`config.mk`:
```
export PLATFORM = sky130hd
export DESIGN_NAME = finite_difference_extrapolator
export DESIGN_NICKNAME = d
export VERILOG_FILES = /design/src/rtl/core/fde_pkg.sv /design/src/rtl/core/finite_difference_extrapolator.sv /design/src/rtl/core/fde_level_mem.sv /design/src/rtl/core/fde_engine.sv
export SDC_FILE = /design/constraint.sdc
export NUM_CORES = 2
export LEC_CHECK = 0
export BUFFER_PORTS_ARGS = -buffer_cell sky130_fd_sc_hd__buf_2
export CORE_ASPECT_RATIO = 1.2
export CORE_UTILIZATION = 45
export CTS_CLUSTER_DIAMETER = 60
export DETAILED_ROUTE_END_ITERATION = 8
export PLACE_DENSITY_LB_ADDON = 0.25
export SETUP_SLACK_MARGIN = 0.1
export SLEW_MARGIN = 20
export SYNTH_ARGS = -nofsm -noshare
export SYNTH_HDL_FRONTEND = slang
export SYNTH_SLANG_ARGS = --single-unit
```
`constraint.sdc`:
```
create_clock -name clk -period 7.4 [get_ports clk]
set_input_delay 2.22 -clock clk [delete_from_list [all_inputs] [get_ports clk]]
set_output_delay 2.22 -clock clk [all_outputs]
set_load 0.02 [all_outputs]
```
`src/rtl/core/fde_pkg.sv`:
```
`timescale 1ns / 1ps
// ----------------------------------------------------------------------------
// Finite difference extrapolator package
// Shared widths and the result record handed from the engine to the top level.
// ----------------------------------------------------------------------------

package fde_pkg;

	localparam int SAMPLE_W = 32;
	localparam int VALUE_W  = 64;

	typedef logic [VALUE_W-1:0] value_t;

	// One finished sequence: both extrapolations and the capacity flag.
	typedef struct packed {
		logic   too_long;
		value_t previous_value;
		value_t next_value;
	} result_t;

endpackage

```
`src/rtl/core/finite_difference_extrapolator.sv`:
```
`timescale 1ns / 1ps
// ----------------------------------------------------------------------------
// Finite difference extrapolator
// Difference engine over one sequence at a time; on the last sample it returns
// the forward and backward polynomial extrapolations.
// ----------------------------------------------------------------------------
//
// Channel  Direction  Contents
// s_*      in         sample_value in tdata, last_sample in tlast
// m_*      out        next_value, previous_value in tdata; too_long in tuser
//
// A sample that finds c levels stored rewrites them and adds one, bound by the single
// port of the level memory, which is visited once per level.
// A sample past capacity is dropped without a walk; a closing sample passes through
// ST_EMIT to hand its result to the output register.
// Reset empties the sequence; the level memory needs no clearing pass.
// The result waits in the output register while new samples are taken; the
// engine stalls only when a second result meets a full output register.
// ----------------------------------------------------------------------------

module finite_difference_extrapolator #(
	parameter int MAX_LEVELS = 32
) (
	input  logic         clk,
	input  logic         arst_n,
	input  logic         s_tvalid,
	output logic         s_tready,
	input  logic [31:0]  s_tdata,   // [31:0] sample_value
	input  logic         s_tlast,   // last_sample
	output logic         m_tvalid,
	input  logic         m_tready,
	output logic [127:0] m_tdata,   // [63:0] next_value, [127:64] previous_value
	output logic         m_tuser    // too_long
);

	localparam int AW = $clog2(MAX_LEVELS);

	logic             mem_we;
	logic [AW-1:0]    mem_addr;
	fde_pkg::value_t  mem_wdata;
	fde_pkg::value_t  mem_rdata;
	logic             res_valid;
	logic             res_ready;
	fde_pkg::result_t res;
	fde_pkg::result_t out_q;
	logic             out_valid_q;

	fde_level_mem #(
		.DEPTH (MAX_LEVELS)
	) u_mem (
		.clk   (clk),
		.we    (mem_we),
		.addr  (mem_addr),
		.wdata (mem_wdata),
		.rdata (mem_rdata)
	);

	fde_engine #(
		.MAX_LEVELS (MAX_LEVELS)
	) u_engine (
		.clk       (clk),
		.arst_n    (arst_n),
		.in_valid  (s_tvalid),
		.in_ready  (s_tready),
		.in_sample (s_tdata),
		.in_last   (s_tlast),
		.mem_we    (mem_we),
		.mem_addr  (mem_addr),
		.mem_wdata (mem_wdata),
		.mem_rdata (mem_rdata),
		.res_valid (res_valid),
		.res_ready (res_ready),
		.res       (res)
	);

	assign res_ready = !out_valid_q || m_tready;

	always_ff @(posedge clk or negedge arst_n) begin
		if (!arst_n) begin
			out_valid_q <= 1'b0;
			out_q       <= '0;
		end else begin
			if (res_valid && res_ready) begin
				out_valid_q <= 1'b1;
				out_q       <= res;
			end else if (m_tready) begin
				out_valid_q <= 1'b0;
			end
		end
	end

	assign m_tvalid = out_valid_q;
	assign m_tdata  = {out_q.previous_value, out_q.next_value};
	assign m_tuser  = out_q.too_long;

endmodule

```
`src/rtl/core/fde_level_mem.sv`:
```
`timescale 1ns / 1ps
// ----------------------------------------------------------------------------
// Difference level memory
// Single-port synchronous RAM holding the newest value of every difference
// level. Read data is registered and returns the old contents on a same-address
// write.
// ----------------------------------------------------------------------------

module fde_level_mem #(
	parameter  int DEPTH = 32,
	localparam int AW    = $clog2(DEPTH)
) (
	input  logic                  clk,
	input  logic                  we,
	input  logic [AW-1:0]         addr,
	input  fde_pkg::value_t       wdata,
	output fde_pkg::value_t       rdata
);

	fde_pkg::value_t mem [DEPTH];
	fde_pkg::value_t rdata_q;

	always_ff @(posedge clk) begin
		rdata_q <= mem[addr];
		if (we) begin
			mem[addr] <= wdata;
		end
	end

	assign rdata = rdata_q;

endmodule

```
`src/rtl/core/fde_engine.sv`:
```
`timescale 1ns / 1ps
// ----------------------------------------------------------------------------
// Difference engine sequencer
// Walks the stored levels once per sample, one level a cycle, writing the new
// value of each level and carrying the difference down. Keeps the forward and
// backward sums and hands one result per sequence.
// ----------------------------------------------------------------------------

module fde_engine #(
	parameter  int MAX_LEVELS = 32,
	localparam int AW         = $clog2(MAX_LEVELS),
	localparam int CW         = $clog2(MAX_LEVELS + 1)
) (
	input  logic                              clk,
	input  logic                              arst_n,
	input  logic                              in_valid,
	output logic                              in_ready,
	input  logic signed [fde_pkg::SAMPLE_W-1:0] in_sample,
	input  logic                              in_last,
	output logic                              mem_we,
	output logic [AW-1:0]                     mem_addr,
	output fde_pkg::value_t                   mem_wdata,
	input  fde_pkg::value_t                   mem_rdata,
	output logic                              res_valid,
	input  logic                              res_ready,
	output fde_pkg::result_t                  res
);

	typedef enum logic [1:0] {
		ST_IDLE,
		ST_RUN,
		ST_SUM,
		ST_EMIT
	} state_t;

	state_t          state_q;
	logic [AW-1:0]   step_q;
	logic [CW-1:0]   count_q;
	fde_pkg::value_t cur_q;
	fde_pkg::value_t fsum_q;
	fde_pkg::value_t bsum_q;
	logic            ovf_q;
	logic            last_q;

	fde_pkg::value_t val;
	logic            step_end;
	logic            full;

	// Level 0 takes the sample itself; deeper levels take the running difference.
	assign val      = (step_q == '0) ? cur_q : cur_q - mem_rdata;
	assign step_end = (CW'(step_q) == count_q);
	assign full     = (count_q == CW'(MAX_LEVELS));

	assign in_ready  = (state_q == ST_IDLE);
	assign mem_we    = (state_q == ST_RUN);
	assign mem_addr  = step_q;
	assign mem_wdata = val;
	assign res_valid = (state_q == ST_EMIT);
	assign res       = '{too_long: ovf_q, previous_value: bsum_q, next_value: fsum_q};

	always_ff @(posedge clk or negedge arst_n) begin
		if (!arst_n) begin
			state_q <= ST_IDLE;
			step_q  <= '0;
			count_q <= '0;
			cur_q   <= '0;
			fsum_q  <= '0;
			bsum_q  <= '0;
			ovf_q   <= 1'b0;
			last_q  <= 1'b0;
		end else begin
			unique case (state_q)
				ST_IDLE: begin
					if (in_valid) begin
						last_q <= in_last;
						if (full) begin
							// Past capacity: the value is dropped but the flag still closes.
							ovf_q <= 1'b1;
							if (in_last) begin
								state_q <= ST_EMIT;
							end
						end else begin
							cur_q   <= {{(fde_pkg::VALUE_W - fde_pkg::SAMPLE_W){in_sample[fde_pkg::SAMPLE_W-1]}},
								in_sample};
							step_q  <= '0;
							state_q <= ST_RUN;
						end
					end
				end
				ST_RUN: begin
					cur_q <= val;
					// The sum trails the walk by one level to keep one adder per path.
					if (step_q == '0) begin
						fsum_q <= '0;
					end else begin
						fsum_q <= fsum_q + cur_q;
					end
					if (step_end) begin
						state_q <= ST_SUM;
					end else begin
						step_q <= step_q + 1'b1;
					end
				end
				ST_SUM: begin
					fsum_q  <= fsum_q + cur_q;
					bsum_q  <= count_q[0] ? bsum_q - cur_q : bsum_q + cur_q;
					count_q <= count_q + 1'b1;
					state_q <= last_q ? ST_EMIT : ST_IDLE;
				end
				ST_EMIT: begin
					if (res_ready) begin
						count_q <= '0;
						fsum_q  <= '0;
						bsum_q  <= '0;
						ovf_q   <= 1'b0;
						state_q <= ST_IDLE;
					end
				end
				default: begin
					state_q <= ST_IDLE;
				end
			endcase
		end
	end

	a_count_bound: assert property (@(posedge clk) disable iff (!arst_n)
		count_q <= CW'(MAX_LEVELS))
		else $error("level count beyond capacity");

	a_step_bound: assert property (@(posedge clk) disable iff (!arst_n)
		(state_q == ST_RUN) |-> (CW'(step_q) <= count_q))
		else $error("level walk past the newest level");

	a_ovf_full: assert property (@(posedge clk) disable iff (!arst_n)
		ovf_q |-> full)
		else $error("overflow flagged while capacity remains");

	a_sum_then_count: assert property (@(posedge clk) disable iff (!arst_n)
		(state_q == ST_SUM) |=> (count_q == $past(count_q) + 1'b1))
		else $error("level count not advanced after a sample");

endmodule
```
==> results.py <==
metrics = {
    "logic_synthesis": {
        "syn_inst": 6215,
        "async_reset_ff_share_pct": 13.76,
        "ys_seq_area_share_pct": 68.96,
        "avgSynthCellArea_um2": 16.62,
        "synthFlopType": "edfxtp_1",
        "synth_cell_type_count": 84,
        "ys_ff_latch": 2449,
        "synth_fp_nets": 6451,
        "synth_edf_count": 2048,
        "syn-cell-area_um2": 103300,
        "yosys_warnings": 0,
    },
    "clock_network": {
        "cts_setup_buffers": 0,
        "clk_pin_slew_ps": 60,
        "clock_sinks": 2449,
        "htree_levels": 4,
        "cts_inserted_buffers": 234,
        "clockBufferDepth": 4,
        "postCtsResizedCells": 0,
        "postCtsHoldBufs": 0,
        "cts_tree": "built",
        "clk-insertion-delay-late_ps": 900,
        "root_buffer": "clkbuf_16",
    },
    "sta": {
        "relSlewSlack_pct": 23.58,
        "fin_crit_sh_pct": 84.93,
        "max_freq_mhz": 159.1,
        "rsz0062_at_grt": "false",
        "fin_crit_ps": 6285,
        "tightest_slew_ps": 1146,
        "finalMaxSlewViolations": 0,
        "final-hold-violation-count": 0,
        "finalSetupViolCount": 0,
        "setup_tns_ps": 0,
        "skew_ps": 50.42,
    },
    "power": {
        "p_sw_mw": 22.40,
        "p_int_mw": 36.44,
        "pwr_density_cell_nw_per_um2": 505.2,
        "power_frac_seq_pct": 39.0,
        "pwr-share-clk_pct": 20.5,
        "total_power_mw": 58.84,
        "power_frac_comb_pct": 40.6,
        "leakage_nw": 39.87,
        "switching_share_pct": 38.08,
        "peakVddDrop_mv": 0.3182,
    },
    "global_routing": {
        "grt_start_max_net_pins": 140,
        "grt_overflow": 0,
        "antenna_found_initial": 11,
        "grt_pass1_vias": 59670,
        "grt_util_all_layers_pct": 25.61,
        "grt_pass1_wl_um": 426700,
    },
    "worst_setup_path": {
        "cpPeakStageDelay_ps": 830,
        "start_kind": "register",
        "crit_top_cell": "o2111ai_1",
        "crit_chain": "inv_1 > ha_1 > fa_1 > nor2b_1 > o21ai_1 > a21boi_1 > o31ai_1 > a2111oi_0 > o21ai_0 > a21oi_1 > o2111ai_1 > a211oi_1 > o2111ai_1 > nand3_1 > o211a_1",
        "cp_max_fo": 32,
        "slowest_stage": "a2111oi_0",
        "arrival_ps": 6830,
        "rrSetupSlack_ps": 1110,
        "worstPathRequired_ps": 7950,
        "cp-end-kind": "register",
        "critPathKind": "reg2reg",
    },
    "routing": {
        "via_per_inst": 6.212,
        "routed_wl_um": 299700,
        "wire_per_inst_um": 31.08,
        "drc": 0,
        "vias": 59910,
        "ant_nets": 0,
        "first_iter_violations": 6215,
        "drtPass1Iterations": 6,
    },
    "floorplan": {
        "die_h_um": 526.8,
        "num_rows": 192,
        "io_pins": 168,
        "start_util_pct": 45.30,
        "core_um2": 228000,
        "dieArea_um2": 231400,
        "die_w_um": 439.3,
    },
    "min_path": {
        "hold_path_class": "reg2reg",
    },
    "placement": {
        "routabilityCongestion": 0.9609,
        "port_buffers": 167,
        "hpwl_um": 169900,
    },
    "cells_and_area": {
        "drive_above_1_share_pct": 22.01,
        "final_common_cell": "edfxtp_1",
        "nNetsFinal": 6669,
        "syn_to_final_growth_pct": 12.79,
        "final_cell_mix": "2048 x edfxtp_1, 513 x mux4_2, 334 x dfrtp_1",
    },
    "run": {
        "drv_cap": 0,
    },
    "run_status": {
        "status": "completed",
    },
}
critical path: cells and delay by family, from the launching register on:
| kind | cells | cell delay [ps] |
|---|---|---|
| adders and majority gates | 2 | 620 |
| and+or+nand+nor | 2 | 320 |
| DFF | 1 | 440 |
| AOI/OAI and AO/OA | 10 | 4420 |
| buffers and inverters | 1 | 110 |
through the flow:
stage / util [%] / std cells / area (um^2) / setup slack (ps) / hold slack, ps
after floorplan: - / 6215 / 103300 / 2001 / 460.6
after global placement: 47.59 / 9197 / 108500 / 1351 / 484.7
after detailed placement: 47.64 / 9200 / 108600 / 1248 / 490.5
after CTS: 50.99 / 9631 / 116200 / 1179 / 505.1
after global routing: 51.09 / 9638 / 116500 / 726.8 / 518.5
final: 51.09 / 9644 / 116500 / 1115 / 499.3
logic make-up after synthesis:
family                   count (synthesis)  share of synthesized area (%)
flip-flops                            2449                          68.96
AO/OA/AOI/OAI                         1265                          7.818
AND/OR/NAND/NOR                        934                          4.332
multiplexers                           648                          12.65
buffers and inverters                  476                          1.730
XOR/XNOR                               244                          2.077
adder cells (fa/ha/maj)                199                          2.433
routing by layer:
| metal | GRT usage, % | part of all wire (%) | vias up |
|---|---|---|---|
| met5 | 0 | 0.0043 | - |
| met4 | 8.200 | 3.3 | 2 |
| met3 | 3.823 | 7.7 | 553 |
| met2 | 42.62 | 49 | 2721 |
| met1 | 34.55 | 40 | 31420 |
| li1 | - | - | 25210 |
cell usage after synthesis (all sizes together), types with 7 or more instances:
| master | n | area, um^2 |
|---|---|---|
| o211ai | 11 | 82.58 |
| edfxtp | 2048 | 61500 |
| o31a | 8 | 70.07 |
| and2 | 10 | 62.56 |
| buf | 74 | 277.8 |
| o221a | 9 | 101.4 |
| nor2 | 224 | 840.8 |
| xnor2 | 162 | 1426 |
| a211oi | 13 | 97.59 |
| nand4 | 124 | 775.7 |
| o21ai | 311 | 1556 |
| clkbuf | 260 | 975.9 |
| nor4 | 11 | 83.83 |
| nand2b | 26 | 162.7 |
| a21boi | 7 | 52.55 |
| a22oi | 270 | 2027 |
| xor2 | 82 | 718.2 |
| dfrtp | 337 | 8433 |
| nor3b | 10 | 75.07 |
| mux4 | 513 | 11550 |
| nor2b | 29 | 181.4 |
| o21a | 16 | 120.1 |
| mux2 | 131 | 1475 |
| nand2 | 334 | 1264 |
| a21o | 133 | 998.5 |
| inv | 142 | 533.0 |
| and3 | 22 | 142.6 |
| nand3 | 43 | 215.2 |
| ha | 196 | 2452 |
| a221oi | 7 | 61.31 |
| o31ai | 21 | 162.6 |
| a21oi | 313 | 1567 |
| a22o | 25 | 219.0 |
| a31oi | 29 | 187.7 |
| nor3 | 50 | 271.5 |
| or3 | 16 | 105.1 |
| o21bai | 50 | 375.4 |
| dfxtp | 64 | 1281 |
final cells by class:
type / count / area, um^2
flip-flops and latches: 2449 / 71220
clock inverters: 110 / 1115
multi-input cells: 3290 / 31080
clock buffers: 321 / 6525
diodes: 9 / 22.52
fillers: 18440 / 111500
well taps: 3007 / 3762
inverters: 142 / 533.0
repair buffers: 316 / 2220
state kept, by name (all words and copies together), names as in the netlist:
name / flops
m_tdata: 128
m_tuser: 1
m_tvalid: 1
u_engine.bsum_q: 64
u_engine.count_q: 6
u_engine.cur_q: 64
u_engine.fsum_q: 64
u_engine.last_q: 1
u_engine.mem_addr: 5
u_engine.ovf_q: 1
u_engine.state_q: 2
u_mem.mem: 2048
u_mem.rdata: 64
path summary, 6_finish.rpt:
kind / startpoint / end / cells after the start
hold reg to reg: m_tdata[18]$_DFFE_PN0P_ / m_tdata[18]$_DFFE_PN0P_ / 1
max in group asynchronous: arst_n / m_tdata[52]$_DFFE_PN0P_ / 2
hold / removal: m_tdata[18]$_DFFE_PN0P_ / m_tdata[18]$_DFFE_PN0P_ / 1
min in group asynchronous: arst_n / m_tdata[4]$_DFFE_PN0P_ / 1
setup / recovery: u_engine.cur_q[0]$_DFFE_PN0P_ / u_mem.mem[27][60]$_DFFE_PP_ / 15
setup reg to reg: u_engine.cur_q[0]$_DFFE_PN0P_ / u_mem.mem[27][60]$_DFFE_PP_ / 15
power groups by stage:
stage                     Sequential, mW  Clock, mW  Combinational [mW]
after floorplan                     23.1          0                15.5
after global placement              23.2          0                22.8
after detailed placement            23.2          0                23.4
after CTS                           22.9       12.2                23.5
after global routing                23.1       12.7                25.9
final                               22.9       12.0                23.9
Note: power is estimated with default switching activity, not from simulation.
